**src/design/c_source_nesting_skipper_assert.svh**
```systemverilog
// Assertion macros shared by the RTL of the nesting skipper.
`ifndef C_SOURCE_NESTING_SKIPPER_ASSERT_SVH
`define C_SOURCE_NESTING_SKIPPER_ASSERT_SVH

// Same-cycle implication, checked outside reset.
`define CNS_ASSERT_IMP(lbl, clk, rstn, ante, cons) \
	lbl: assert property (@(posedge clk) disable iff (!(rstn)) (ante) |-> (cons)) \
		else $error("cns assertion failed");

// Next-cycle implication, checked outside reset.
`define CNS_ASSERT_NXT(lbl, clk, rstn, ante, cons) \
	lbl: assert property (@(posedge clk) disable iff (!(rstn)) (ante) |=> (cons)) \
		else $error("cns assertion failed");

`endif

```
**src/design/cns_pkg.sv**
```systemverilog
`timescale 1ns / 1ps

package cns_pkg;

	// Default stack depth
	localparam int MAX_NEST_DEF = 32;

	// Fixed field widths
	localparam int BYTE_W        = 8;
	localparam int NEST_DEPTH_W  = 6;

	typedef logic [BYTE_W-1:0] byte_t;

	// Characters of interest
	localparam byte_t CH_SLASH  = 8'h2F;
	localparam byte_t CH_HASH   = 8'h23;
	localparam byte_t CH_LPAREN = 8'h28;
	localparam byte_t CH_RPAREN = 8'h29;
	localparam byte_t CH_LBRACK = 8'h5B;
	localparam byte_t CH_RBRACK = 8'h5D;
	localparam byte_t CH_LBRACE = 8'h7B;
	localparam byte_t CH_RBRACE = 8'h7D;
	localparam byte_t CH_STAR   = 8'h2A;
	localparam byte_t CH_NL     = 8'h0A;
	localparam byte_t CH_BSLASH = 8'h5C;
	localparam byte_t CH_DQUOTE = 8'h22;
	localparam byte_t CH_SQUOTE = 8'h27;

	// Region class reported per byte
	typedef enum logic [1:0] {
		KIND_CODE      = 2'd0,
		KIND_COMMENT   = 2'd1,
		KIND_LITERAL   = 2'd2,
		KIND_DIRECTIVE = 2'd3
	} kind_t;

	// Expected closer kept on the stack
	typedef enum logic [1:0] {
		CL_PAREN   = 2'd0,
		CL_BRACKET = 2'd1,
		CL_BRACE   = 2'd2
	} closer_t;

	// Scanner sub-mode, one-hot
	typedef enum logic [7:0] {
		SUB_PLAIN  = 8'b0000_0001,
		SUB_SLASH  = 8'b0000_0010,
		SUB_LINE   = 8'b0000_0100,
		SUB_BLOCK  = 8'b0000_1000,
		SUB_STAR   = 8'b0001_0000,
		SUB_LIT    = 8'b0010_0000,
		SUB_LITESC = 8'b0100_0000,
		SUB_DIRESC = 8'b1000_0000
	} sub_t;

	// Lexer decision for one byte
	typedef struct packed {
		sub_t    n_sub;
		logic    n_dir;
		logic    n_quote;
		kind_t   kind;
		logic    push;
		logic    pop;
		logic    ovf;
		closer_t code;
	} scan_res_t;

endpackage

```
**src/design/cns_in_if.sv**
```systemverilog
`timescale 1ns / 1ps

// Source text channel
interface cns_in_if;
	logic          valid;
	logic          ready;
	cns_pkg::byte_t text_byte;
	logic          end_of_text;

	modport source (output valid, output text_byte, output end_of_text, input ready);
	modport sink   (input valid, input text_byte, input end_of_text, output ready);
endinterface

```
**src/design/cns_out_if.sv**
```systemverilog
`timescale 1ns / 1ps

// Per-byte classification channel
interface cns_out_if;
	logic                                valid;
	logic                                ready;
	logic                                at_outer_level;
	logic [cns_pkg::NEST_DEPTH_W-1:0]    nest_depth;
	logic [1:0]                          region_kind;
	logic                                depth_overflow;

	modport source (output valid, output at_outer_level, output nest_depth,
		output region_kind, output depth_overflow, input ready);
	modport sink   (input valid, input at_outer_level, input nest_depth,
		input region_kind, input depth_overflow, output ready);
endinterface

```
**src/design/cns_stack_ram.sv**
```systemverilog
`timescale 1ns / 1ps

// Closer stack storage: one write port, one registered read port.
// A read of the address written in the same cycle returns the new data.
module cns_stack_ram #(
	parameter int DEPTH = cns_pkg::MAX_NEST_DEF,
	parameter int AW    = 5
) (
	input  logic             clk,
	input  logic             we,
	input  logic [AW-1:0]    waddr,
	input  cns_pkg::closer_t wdata,
	input  logic [AW-1:0]    raddr,
	output cns_pkg::closer_t rdata
);

	cns_pkg::closer_t mem [DEPTH];
	cns_pkg::closer_t rdata_q;

	// Write port
	always_ff @(posedge clk) begin
		if (we) begin
			mem[waddr] <= wdata;
		end
	end

	// Read port, write-first on address match
	always_ff @(posedge clk) begin
		if (we && (waddr == raddr)) begin
			rdata_q <= wdata;
		end else begin
			rdata_q <= mem[raddr];
		end
	end

	assign rdata = rdata_q;

endmodule

```
**src/design/cns_lexer.sv**
```systemverilog
`timescale 1ns / 1ps

// Per-byte lexer decision: next mode, region class and stack operation.
module cns_lexer #(
	parameter int MAX_NEST = cns_pkg::MAX_NEST_DEF,
	parameter int LW       = 6
) (
	input  cns_pkg::byte_t    ch,
	input  cns_pkg::sub_t     sub,
	input  logic              dir,
	input  logic              quote,
	input  logic [LW-1:0]     level,
	input  cns_pkg::closer_t  top,
	output cns_pkg::scan_res_t res
);

	logic           plain;
	logic           plain_dir;
	cns_pkg::byte_t quote_byte;
	logic           is_open;
	logic           is_close;
	cns_pkg::closer_t br_code;

	assign quote_byte = quote ? cns_pkg::CH_SQUOTE : cns_pkg::CH_DQUOTE;

	// Bracket decode
	always_comb begin
		is_open  = 1'b0;
		is_close = 1'b0;
		br_code  = cns_pkg::CL_PAREN;
		unique case (ch)
			cns_pkg::CH_LPAREN: begin is_open  = 1'b1; br_code = cns_pkg::CL_PAREN;   end
			cns_pkg::CH_LBRACK: begin is_open  = 1'b1; br_code = cns_pkg::CL_BRACKET; end
			cns_pkg::CH_LBRACE: begin is_open  = 1'b1; br_code = cns_pkg::CL_BRACE;   end
			cns_pkg::CH_RPAREN: begin is_close = 1'b1; br_code = cns_pkg::CL_PAREN;   end
			cns_pkg::CH_RBRACK: begin is_close = 1'b1; br_code = cns_pkg::CL_BRACKET; end
			cns_pkg::CH_RBRACE: begin is_close = 1'b1; br_code = cns_pkg::CL_BRACE;   end
			default: ;
		endcase
	end

	always_comb begin
		res         = '0;
		res.n_sub   = sub;
		res.n_dir   = dir;
		res.n_quote = quote;
		res.kind    = cns_pkg::KIND_CODE;
		res.code    = br_code;
		plain       = 1'b0;
		plain_dir   = dir;

		// Sub-mode transitions
		unique case (sub)
			cns_pkg::SUB_SLASH: begin
				if (ch == cns_pkg::CH_SLASH) begin
					res.n_sub = cns_pkg::SUB_LINE;
					res.kind  = cns_pkg::KIND_COMMENT;
				end else if (ch == cns_pkg::CH_STAR) begin
					res.n_sub = cns_pkg::SUB_BLOCK;
					res.kind  = cns_pkg::KIND_COMMENT;
				end else begin
					plain = 1'b1;
				end
			end
			cns_pkg::SUB_LINE: begin
				res.kind = cns_pkg::KIND_COMMENT;
				if (ch == cns_pkg::CH_NL) begin
					res.n_sub = cns_pkg::SUB_PLAIN;
					res.n_dir = 1'b0;
				end
			end
			cns_pkg::SUB_BLOCK: begin
				res.kind = cns_pkg::KIND_COMMENT;
				if (ch == cns_pkg::CH_STAR) begin
					res.n_sub = cns_pkg::SUB_STAR;
				end
			end
			cns_pkg::SUB_STAR: begin
				res.kind = cns_pkg::KIND_COMMENT;
				if (ch == cns_pkg::CH_SLASH) begin
					res.n_sub = cns_pkg::SUB_PLAIN;
				end else if (ch != cns_pkg::CH_STAR) begin
					res.n_sub = cns_pkg::SUB_BLOCK;
				end
			end
			cns_pkg::SUB_LIT: begin
				res.kind = cns_pkg::KIND_LITERAL;
				if (ch == cns_pkg::CH_BSLASH) begin
					res.n_sub = cns_pkg::SUB_LITESC;
				end else if (ch == quote_byte) begin
					res.n_sub = cns_pkg::SUB_PLAIN;
				end
			end
			cns_pkg::SUB_LITESC: begin
				res.kind  = cns_pkg::KIND_LITERAL;
				res.n_sub = cns_pkg::SUB_LIT;
			end
			cns_pkg::SUB_DIRESC: begin
				if (dir) begin
					res.kind  = cns_pkg::KIND_DIRECTIVE;
					res.n_sub = cns_pkg::SUB_PLAIN;
				end else begin
					// escape outside a directive: plain code
					plain     = 1'b1;
					plain_dir = 1'b0;
				end
			end
			default: begin
				plain = 1'b1;
			end
		endcase

		// Ordinary byte in code or directive context
		if (plain) begin
			res.n_sub = cns_pkg::SUB_PLAIN;
			res.n_dir = plain_dir;
			if (plain_dir) begin
				res.kind = cns_pkg::KIND_DIRECTIVE;
				if (ch == cns_pkg::CH_NL) begin
					res.n_dir = 1'b0;
				end else if (ch == cns_pkg::CH_BSLASH) begin
					res.n_sub = cns_pkg::SUB_DIRESC;
				end else if (ch == cns_pkg::CH_DQUOTE || ch == cns_pkg::CH_SQUOTE) begin
					res.n_quote = (ch == cns_pkg::CH_SQUOTE);
					res.n_sub   = cns_pkg::SUB_LIT;
					res.kind    = cns_pkg::KIND_LITERAL;
				end else if (ch == cns_pkg::CH_SLASH) begin
					res.n_sub = cns_pkg::SUB_SLASH;
				end
			end else begin
				res.kind = cns_pkg::KIND_CODE;
				if (ch == cns_pkg::CH_SLASH) begin
					res.n_sub = cns_pkg::SUB_SLASH;
				end else if (ch == cns_pkg::CH_DQUOTE || ch == cns_pkg::CH_SQUOTE) begin
					res.n_quote = (ch == cns_pkg::CH_SQUOTE);
					res.n_sub   = cns_pkg::SUB_LIT;
					res.kind    = cns_pkg::KIND_LITERAL;
				end else if (ch == cns_pkg::CH_HASH) begin
					res.n_dir = 1'b1;
					res.kind  = cns_pkg::KIND_DIRECTIVE;
				end else if (is_open) begin
					if (level < LW'(MAX_NEST)) begin
						res.push = 1'b1;
					end else begin
						res.ovf = 1'b1;
					end
				end else if (is_close) begin
					res.pop = (level != '0) && (top == br_code);
				end
			end
		end
	end

endmodule

```
**src/design/c_source_nesting_skipper.sv**
```systemverilog
`timescale 1ns / 1ps

// C source nesting skipper. Takes one source byte per clock and returns one
// classification per byte (outer-level flag, bracket depth before the byte,
// region class, sticky overflow) in the cycle after the byte is taken. A byte
// can be taken every cycle while the result side keeps up; a result left
// waiting in the output register holds off the input until it is taken, and
// a byte is still accepted in the same cycle that the waiting result leaves.
// The innermost expected closer sits in a register; deeper entries
// live in a single-port-write RAM with registered read that is read one level
// ahead, so a pop always finds the next closer ready. No clearing pass follows
// reset. An opener at full depth is ignored as plain code and sets the sticky
// overflow flag. A byte marked end_of_text resets mode, flags and level.
module c_source_nesting_skipper #(
	parameter int MAX_NEST = cns_pkg::MAX_NEST_DEF
) (
	input logic      clk,
	input logic      arst_n,
	cns_in_if.sink   text,
	cns_out_if.source result
);

`include "c_source_nesting_skipper_assert.svh"

	localparam int LW = $clog2(MAX_NEST + 1);
	localparam int AW = (MAX_NEST > 1) ? $clog2(MAX_NEST) : 1;

	// Scanner state
	cns_pkg::sub_t    sub_q;
	logic             dir_q;
	logic             quote_q;
	logic [LW-1:0]    level_q;
	cns_pkg::closer_t top_q;
	logic             ovf_q;
	cns_pkg::closer_t below;

	// Output register
	logic                             out_valid_q;
	logic                             outer_q;
	logic [cns_pkg::NEST_DEPTH_W-1:0] depth_q;
	cns_pkg::kind_t                   kind_q;
	logic                             ovf_out_q;

	cns_pkg::scan_res_t st;
	logic               accept;
	logic [LW-1:0]      level_nx;
	logic               ram_we;
	logic [AW-1:0]      ram_waddr;
	logic [AW-1:0]      ram_raddr;

	assign text.ready = !out_valid_q || result.ready;
	assign accept     = text.valid && text.ready;

	cns_lexer #(
		.MAX_NEST (MAX_NEST),
		.LW       (LW)
	) u_lexer (
		.ch    (text.text_byte),
		.sub   (sub_q),
		.dir   (dir_q),
		.quote (quote_q),
		.level (level_q),
		.top   (top_q),
		.res   (st)
	);

	// Next stack level
	always_comb begin
		level_nx = level_q;
		if (accept) begin
			if (text.end_of_text) begin
				level_nx = '0;
			end else if (st.push) begin
				level_nx = level_q + LW'(1);
			end else if (st.pop) begin
				level_nx = level_q - LW'(1);
			end
		end
	end

	// Spill the old top on push; read ahead the entry under the next top
	assign ram_we    = accept && st.push && (level_q != '0);
	assign ram_waddr = AW'(level_q - LW'(1));
	assign ram_raddr = AW'(level_nx - LW'(2));

	cns_stack_ram #(
		.DEPTH (MAX_NEST),
		.AW    (AW)
	) u_stack_ram (
		.clk   (clk),
		.we    (ram_we),
		.waddr (ram_waddr),
		.wdata (top_q),
		.raddr (ram_raddr),
		.rdata (below)
	);

	// Scanner state update
	always_ff @(posedge clk or negedge arst_n) begin
		if (!arst_n) begin
			sub_q   <= cns_pkg::SUB_PLAIN;
			dir_q   <= 1'b0;
			quote_q <= 1'b0;
			level_q <= '0;
			ovf_q   <= 1'b0;
		end else if (accept) begin
			level_q <= level_nx;
			if (text.end_of_text) begin
				sub_q   <= cns_pkg::SUB_PLAIN;
				dir_q   <= 1'b0;
				quote_q <= 1'b0;
				ovf_q   <= 1'b0;
			end else begin
				sub_q   <= st.n_sub;
				dir_q   <= st.n_dir;
				quote_q <= st.n_quote;
				ovf_q   <= ovf_q | st.ovf;
			end
		end
	end

	// Top-of-stack register
	always_ff @(posedge clk) begin
		if (accept) begin
			if (st.push) begin
				top_q <= st.code;
			end else if (st.pop) begin
				top_q <= below;
			end
		end
	end

	// Output valid
	always_ff @(posedge clk or negedge arst_n) begin
		if (!arst_n) begin
			out_valid_q <= 1'b0;
		end else if (accept) begin
			out_valid_q <= 1'b1;
		end else if (result.ready) begin
			out_valid_q <= 1'b0;
		end
	end

	// Output payload
	always_ff @(posedge clk) begin
		if (accept) begin
			outer_q   <= (st.kind == cns_pkg::KIND_CODE) && (level_q == '0);
			depth_q   <= cns_pkg::NEST_DEPTH_W'(level_q);
			kind_q    <= st.kind;
			ovf_out_q <= ovf_q | st.ovf;
		end
	end

	assign result.valid          = out_valid_q;
	assign result.at_outer_level = outer_q;
	assign result.nest_depth     = depth_q;
	assign result.region_kind    = kind_q;
	assign result.depth_overflow = ovf_out_q;

	`CNS_ASSERT_IMP(a_level_bound, clk, arst_n, 1'b1, level_q <= LW'(MAX_NEST))
	`CNS_ASSERT_IMP(a_push_pop_excl, clk, arst_n, accept, !(st.push && st.pop))
	`CNS_ASSERT_NXT(a_eot_clears, clk, arst_n, accept && text.end_of_text, (level_q == '0) && !dir_q && !ovf_q)
	`CNS_ASSERT_NXT(a_accept_gives_result, clk, arst_n, accept, out_valid_q)

endmodule

```
**src/flat_wrapper.sv**
```systemverilog
// flat-port wrapper written by rule: the top's interface ports become plain ports
module c_source_nesting_skipper_flat 
#(
	parameter int MAX_NEST = cns_pkg::MAX_NEST_DEF
)
  (clk, arst_n, text_valid, text_text_byte, text_end_of_text, text_ready, result_valid, result_at_outer_level, result_nest_depth, result_region_kind, result_depth_overflow, result_ready);
  cns_in_if text_i ();
  cns_out_if result_i ();
  input logic clk;
  input logic arst_n;
  input wire logic [$bits(text_i.valid)-1:0] text_valid;
  input wire logic [$bits(text_i.text_byte)-1:0] text_text_byte;
  input wire logic [$bits(text_i.end_of_text)-1:0] text_end_of_text;
  output wire logic [$bits(text_i.ready)-1:0] text_ready;
  output wire logic [$bits(result_i.valid)-1:0] result_valid;
  output wire logic [$bits(result_i.at_outer_level)-1:0] result_at_outer_level;
  output wire logic [$bits(result_i.nest_depth)-1:0] result_nest_depth;
  output wire logic [$bits(result_i.region_kind)-1:0] result_region_kind;
  output wire logic [$bits(result_i.depth_overflow)-1:0] result_depth_overflow;
  input wire logic [$bits(result_i.ready)-1:0] result_ready;
  assign text_i.valid = text_valid;
  assign text_i.text_byte = text_text_byte;
  assign text_i.end_of_text = text_end_of_text;
  assign text_ready = text_i.ready;
  assign result_valid = result_i.valid;
  assign result_at_outer_level = result_i.at_outer_level;
  assign result_nest_depth = result_i.nest_depth;
  assign result_region_kind = result_i.region_kind;
  assign result_depth_overflow = result_i.depth_overflow;
  assign result_i.ready = result_ready;
  c_source_nesting_skipper #(.MAX_NEST(MAX_NEST)) u_core (.clk(clk), .arst_n(arst_n), .text(text_i), .result(result_i));
endmodule
```
**config.mk**
```make
export PLATFORM = sky130hd
export DESIGN_NAME = c_source_nesting_skipper_flat
export DESIGN_NICKNAME = d
export VERILOG_FILES = /design/src/design/cns_pkg.sv /design/src/design/cns_in_if.sv /design/src/design/cns_out_if.sv /design/src/design/cns_stack_ram.sv /design/src/design/cns_lexer.sv /design/src/design/c_source_nesting_skipper.sv /design/src/flat_wrapper.sv
export VERILOG_INCLUDE_DIRS = /design/src /design/src/design
export SDC_FILE = /design/constraint.sdc
export NUM_CORES = 1
export LEC_CHECK = 0
export BUFFER_PORTS_ARGS = -buffer_cell sky130_fd_sc_hd__buf_2
export CAP_MARGIN = 15
export CORE_ASPECT_RATIO = 0.6
export CORE_UTILIZATION = 60
export DETAILED_ROUTE_END_ITERATION = 8
export PLACE_DENSITY = 0.88
export SLEW_MARGIN = 20
export SYNTH_ARGS = -nofsm -noshare
export SYNTH_HDL_FRONTEND = slang
export SYNTH_SLANG_ARGS = --single-unit
```
**constraint.sdc**
```tcl
create_clock -name clk -period 3.4 [get_ports clk]
set_input_delay 0.51 -clock clk [delete_from_list [all_inputs] [get_ports clk]]
set_output_delay 0.51 -clock clk [all_outputs]
set_load 0.005 [all_outputs]
```
# Word level (Yosys, flattened, before mapping)
# Memories as Yosys holds them, arrays and structs flattened. A register that Yosys moved wholly into a read port is not among the register bits.
# Cells that the tools add are included.
[word_totals] register_bits=30 latchBits=0 ramBits=64 mem_bits_ro=0 in_bits=13 output_inout_bits=12 wordCells=145 n_memories=1
[op_classes] add_sub_neg=3 multipliers=0 div=0 order_cmp=1 n_eq_ne=32 n_shift=0 muxes=66 bitwise_logic=1 n_reduce_logical=30
[memory_table] memory="u_core.u_stack_ram.mem" depth=32 word_bits=2 read_ports=1 rd_ports_with_merged_regs=1 write_ports=1 line="cns_stack_ram.sv:17" source="cns_pkg::closer_t mem [DEPTH];"
[op_table] cell="8-bit 2-to-1 mux" n=11
[op_table] cell="8-bit by 6-bit equality test with 1-bit output, second input constant" n=8
[op_table] cell="8-bit case mux with 7 select lines" n=1
[op_table] cell="8-bit by 7-bit equality test with 1-bit output, second input constant" n=6
[op_table] cell="6-bit 2-to-1 mux" n=7
[op_table] cell="1-bit 2-to-1 mux" n=27
[op_table] cell="3-bit 2-to-1 mux" n=7
[op_table] cell="8-bit by 4-bit equality test with 1-bit output, second input constant" n=2
[op_table] cell="15-bit 2-to-1 mux" n=1
[op_table] cell="5-bit != test, second input constant" n=3
[op_table] cell="12-bit 2-to-1 mux" n=1
[op_table] cell="2-bit 2-to-1 mux" n=6
[op_table] cell="3-bit nonzero test" n=4
[op_table] cell="9-bit 2-to-1 mux" n=1
[op_table] cell="3-bit != test, second input constant" n=3
[op_table] cell="9-bit nonzero test" n=1
[op_table] cell="3-bit OR reduction" n=3
[op_table] cell="8-bit by 2-bit equality test with 1-bit output, second input constant" n=1
[op_table] cell="8-bit by 3-bit equality test with 1-bit output, second input constant" n=1
[op_table] cell="8-bit by 5-bit equality test with 1-bit output, second input constant" n=1
[op_table] cell="8-bit equality test" n=1
[op_table] cell="8-bit equality test, second input constant" n=1
[op_table] cell="4-bit != test, second input constant" n=2
[op_table] cell="8-bit by 6-bit != test with 1-bit output, second input constant" n=1
[op_table] cell="other kinds (24)" n=33

# Longest topological paths before layout
[logic_depth] ltp_word=17 mapped_depth=12 ltp_nobuf=11

# Modules after synthesis
# Synthesis repeated with hierarchy kept, for this count alone.
[hier_totals] hier_cells=455 hier_area_um2=5253.8
[modules_own_cells] mod="cns_stack_ram" instances=1 cells_each=187 area_each_um2=2844.0
[modules_own_cells] mod="c_source_nesting_skipper" instances=1 cells_each=143 area_each_um2=1535.2
[modules_own_cells] mod="cns_lexer" instances=1 cells_each=125 area_each_um2=874.6

# Least setup slack after synthesis
# OpenSTA, ideal clock, no wires.
[synth_path] path_type="input to register" from="input port text_text_byte[4]" to="memory u_core.u_stack_ram.mem[16][0] (netlist bit), enable pin" setup_time_ns=0.329 arrival_ns=2.741 t_required_ns=3.071 setup_slack_ns=0.330 stages=9 cell_sequence="and2b_1 > or4b_4 > a2111oi_4 > nand3_2 > a21oi_4 > buf_2 > and3_1 > nand2_1 > nor3_1"
[synth_via] elab_chain_cells=13 elab_cells_between_ends=24 classes_between="eq/ne: 8; mux: 12; reduce/logical: 4"
[synth_lines] item="start: declaration" line="flat_wrapper.sv:12" source="input wire logic [$bits(text_i.text_byte)-1:0] text_text_byte;"
[synth_lines] item="8-bit by 7-bit equality test with 1-bit output / 8-bit by 6-bit equality test with 1-bit output (equally long branches)" line="cns_lexer.sv:31" source="unique case (ch)"
[synth_lines] item="3-bit OR reduction (no line)"
[synth_lines] item="1-bit 2-to-1 mux" line="cns_lexer.sv:31"
[synth_lines] item="1-bit 2-to-1 mux" line="cns_lexer.sv:141" source="end else if (is_open) begin"
[synth_lines] item="3-bit 2-to-1 mux" line="cns_lexer.sv:138" source="end else if (ch == cns_pkg::CH_HASH) begin"
[synth_lines] item="3-bit 2-to-1 mux" line="cns_lexer.sv:134" source="end else if (ch == cns_pkg::CH_DQUOTE || ch == cns_pkg::CH_SQUOTE) begin"
[synth_lines] item="7-bit 2-to-1 mux" line="cns_lexer.sv:132" source="if (ch == cns_pkg::CH_SLASH) begin"
[synth_lines] item="3-bit 2-to-1 mux" line="cns_lexer.sv:117" source="if (plain_dir) begin"
[synth_lines] item="15-bit 2-to-1 mux *" line="cns_lexer.sv:114" source="if (plain) begin"
[synth_lines] item="1-bit logical AND * (2 in series)" line="c_source_nesting_skipper.sv:82" source="assign ram_we = accept && st.push && (level_q != '0);"
[synth_lines] item="1-bit 2-to-1 mux *" line="cns_stack_ram.sv:22" source="if (we) begin"
[synth_lines] item="1-bit 2-to-1 mux (implied by the code) *" line="cns_stack_ram.sv:23" source="mem[waddr] <= wdata;"
[synth_lines] item="end: declaration" line="cns_stack_ram.sv:17"
# Mark *: on every way between the ends. The rest lies on a longest branch, timed or not. The select of a mux whose other input is x is not followed.

# Worst setup path in the final report
[layout_path] from="register u_core.sub_q[6]" to="memory u_core.u_stack_ram.mem[25][0] (netlist bit), enable pin"
[layout_via] elab_chain_cells=8 elab_cells_between_ends=16 classes_between="eq/ne: 7; mux: 6; reduce/logical: 3"
[layout_lines] item="start: declaration" line="c_source_nesting_skipper.sv:29" source="cns_pkg::sub_t sub_q;"
[layout_lines] item="start signal: assignment" line="c_source_nesting_skipper.sv:101" source="sub_q <= cns_pkg::SUB_PLAIN;"
[layout_lines] item="start signal: assignment" line="c_source_nesting_skipper.sv:109" source="sub_q <= cns_pkg::SUB_PLAIN;"
[layout_lines] item="start signal: assignment" line="c_source_nesting_skipper.sv:114" source="sub_q <= st.n_sub;"
[layout_lines] item="8-bit by 6-bit equality test with 1-bit output, or another cell as far along" line="cns_lexer.sv:53" source="unique case (sub)"
[layout_lines] item="5-bit OR reduction (no line) / 1-bit 2-to-1 mux (equally long branches)"
[layout_lines] item="1-bit case mux with 3 select lines / 3-bit 2-to-1 mux (equally long branches)" line="cns_lexer.sv:53, cns_lexer.sv:117"
[layout_lines] item="15-bit 2-to-1 mux *" line="cns_lexer.sv:114"
[layout_lines] item="1-bit logical AND * (2 in series)" line="c_source_nesting_skipper.sv:82"
[layout_lines] item="1-bit 2-to-1 mux *" line="cns_stack_ram.sv:22"
[layout_lines] item="1-bit 2-to-1 mux (implied by the code) *" line="cns_stack_ram.sv:23"
# Marked as above.

==> metrics.yaml <==
outcome:
  status: "finished, final reports clean"
power_and_ir_drop:
  p_per_area_nw_per_um2: 604
  leakage_uw: 0.00201
  vdd_ir_drop_max_uv: 337
  power_uw: 3430
sta:
  final_hold_viol_count: 0
  setup_violations: 0
  finalClockSkew_ps: 3.28
  period_needed_ps: 3230
  maxSlewViolCount: 0
  rsz0062_at_grt: "false"
  whs_ps: 81.5
  slew_headroom_pct: 47.6
  fmax_mhz: 310
  setup_tns_ps: 0
  post-route-period-util_pct: 95.0
  tightest_slew_ps: 785
critical_path:
  slowest_delay_ps: 520
  crit_path_end_kind: "register"
  worst-path-stages: 9
  reg2reg_slack_ps: 170
  crit_path_end: "u_core.u_stack_ram.mem[25][0]"
  crit_start: "u_core.sub_q[6]"
  worstSetupPathType: "register to register"
  reg2reg_from: "u_core.sub_q[6]"
  slowest_stage: "dfrtp_1"
  cp_max_fo: 10
  cp-start-kind: "register"
  crit_chain: "or2_1 > nor4_1 > buf_4 > nand4_1 > o31a_2 > a21oi_4 > and3_1 > nand2_1 > nor3_1"
  crit_arrival_ps: 3250
  cp_num_buf_inv: 1
  cp_top_family: "simple AND/OR/NAND/NOR gates"
  timing.rr.end: "u_core.u_stack_ram.mem[25][0]"
  r2r_cells: 9
  worstPathRequired_ps: 3420
logic_synthesis:
  synth_top_family_by_area: "simple AND/OR/NAND/NOR gates"
  synth_flop_cell: "edfxtp_1"
  synth_area_leaders: "edfxtp_1 45%, mux4_2 8.8%, dfrtp_1 8.3%, nor2_1 3.6%, nand2_1 2.7%"
  syn_area_per_cell_um2: 12.1
  synth-compound-area-share_pct: 9.74
  syn_area_um2: 5100
  synthSimpleGateAreaFrac_pct: 17.5
  ys_types: 65
  postSynthCellCount: 423
  async_flop_share_pct: 18.2
  netlist.area_leader.share_pct: 44.7
  synthAdderAreaFrac_pct: 1.72
  synth_edf_count: 76
  synth_mux_area_share_pct: 10.4
  synth_nets: 443
  synth_area_leader_cell: "edfxtp_1"
  yosysWarnings: 0
  synth-xor-area-share_pct: 2.06
  ys_ff_latch: 99
  seq_area_frac_synth_pct: 55.6
clocking:
  path_clk_slew_ps: 70
  cts_hold_buffers: 0
  clk_latency_ps: 350
  root_buffer: "clkbuf_16"
  h-tree-depth: 3
  cts.sinks: 99
  cts_tree: "built"
  postCtsSetupRepairBufs: 0
  numCtsBuffers: 9
  clk_path_buf_depth: 2
finish:
  area_growth_pct: 11.3
  nets: 470
  diodes: 0
  layout_commonest_cell: "edfxtp_1"
  drive_above_1_share_pct: 20.9
  layout_common_cells: "76 x edfxtp_1, 49 x nor2_1, 37 x nand2_1"
routing:
  vias: 3857
  drcViolationCount: 0
  viasPerCell: 6.85
  drtIter0Drc: 633
  avgRoutedWirePerCell_um: 22.3
  drt_wl_total_um: 12600
  drt_first_pass_iters: 8
  final_antenna_net_count: 0
placed_design:
  dp_hpwl_um: 8880
  portBuffers: 24
  gp_congestion: 0.942
global_route:
  grt_pass1_vias: 3631
  antenna_found_initial: 0
  track_usage_pct: 30.9
  grt_max_degree: 29
  grt_first_pass_wirelength_um: 19700
  overflow: 0
worst_hold_path:
  hp-class: "primary input to asynchronous set/reset pin"
die:
  die_h_um: 73.4
  core_um2: 8040
  die_area_um2: 8890
  start_util_pct: 63.5
  num_rows: 25
  io_pins: 25
  die_w_um: 121
run:
  drv_cap: 0
## where the power goes
part / switching [µW] / internal, µW / total (µW) / leakage (µW)
Sequential: 98.5 / 1380 / 1480 / 0.000964
Combinational: 542 / 432 / 975 / 0.000908
Clock: 469 / 508 / 978 / 0.000136
## routing by layer
layer	wire length, µm	track usage [%]	share of wire (%)	up-vias
met3	1860	14.1	15	46
li1	-	-	-	1657
met2	5340	44.1	42	295
met5	0	0	0	-
met4	256	7.27	2.0	0
met1	5140	43.3	41	1859
## synthesized netlist by cell type (3+ instances only)
cell type	n
buf_2	5
nor3_1	20
nand4_1	6
nor2b_1	4
or3_1	4
dfrtp_1	17
nor2_1	49
mux2i_1	7
xnor2_1	7
o41ai_1	5
and3_1	3
nand3_1	16
nand2_1	37
edfxtp_1	76
or4_1	3
dfxtp_1	5
a31oi_1	4
nor4_1	6
o31ai_1	3
o21ai_0	10
clkbuf_1	18
inv_1	10
o22ai_1	3
a21oi_1	11
and2_1	4
ha_1	7
nand2b_1	8
xor2_1	5
buf_1	3
mux4_2	20
## how the worst min path moves through the flow
stage            from                end  slack (ps)  depth (start not counted)
6_report       arst_n  u_core.level_q[0]          80                          1
5_1_grt        arst_n  u_core.level_q[0]         110                          1
4_1_cts        arst_n  u_core.level_q[1]          90                          1
3_5_place_dp   arst_n  u_core.level_q[0]         470                          1
3_3_place_gp   arst_n  u_core.level_q[0]         470                          1
2_1_floorplan  arst_n       u_core.dir_q         210                          0
## what timing repair did
item	4_1_cts	5_1_grt
gates resized for setup	0	1
endpoints found under the setup margin	0	4
hold endpoints to repair	0	0
## layout make-up
class,instances,area [µm²]
Timing Repair Buffer,43,263
Clock inverter,7,60.1
Inverter,11,41.3
Clock buffer,9,225
Tap cell,108,135
Sequential cell,99,2830
Fill cell,540,2360
Multi-Input combinational cell,286,2120
## cell families after synthesis
| family | after synthesis |
|---|---|
| adder cells (fa/ha/maj) | 7 |
| multiplexers | 28 |
| AO/OA/AOI/OAI | 63 |
| buffers and inverters | 38 |
| flip-flops | 99 |
| XOR/XNOR | 12 |
| AND/OR/NAND/NOR | 176 |
## stage by stage
stage / instance area (µm²) / instances / setup slack, ps / utilization, %
2_1_floorplan: 5100 / 423 / 330 / -
3_3_place_gp: 5390 / 547 / 205 / 67.0
3_5_place_dp: 5390 / 547 / 49.1 / 67.0
4_1_cts: 5670 / 563 / 218 / 70.6
5_1_grt: 5680 / 563 / 48.1 / 70.6
6_report: 5680 / 563 / 171 / 70.6
## registers in the layout, summed over array words and instances, names as in the netlist, 2 cells and up, named ones only
name,cells
u_core.u_stack_ram.mem,64
u_core.sub_q,8
u_core.level_q,6
u_core.result.nest_depth,6
u_core.result.region_kind,2
u_core.top_q,2
Power figures use the tool's default switching activity.
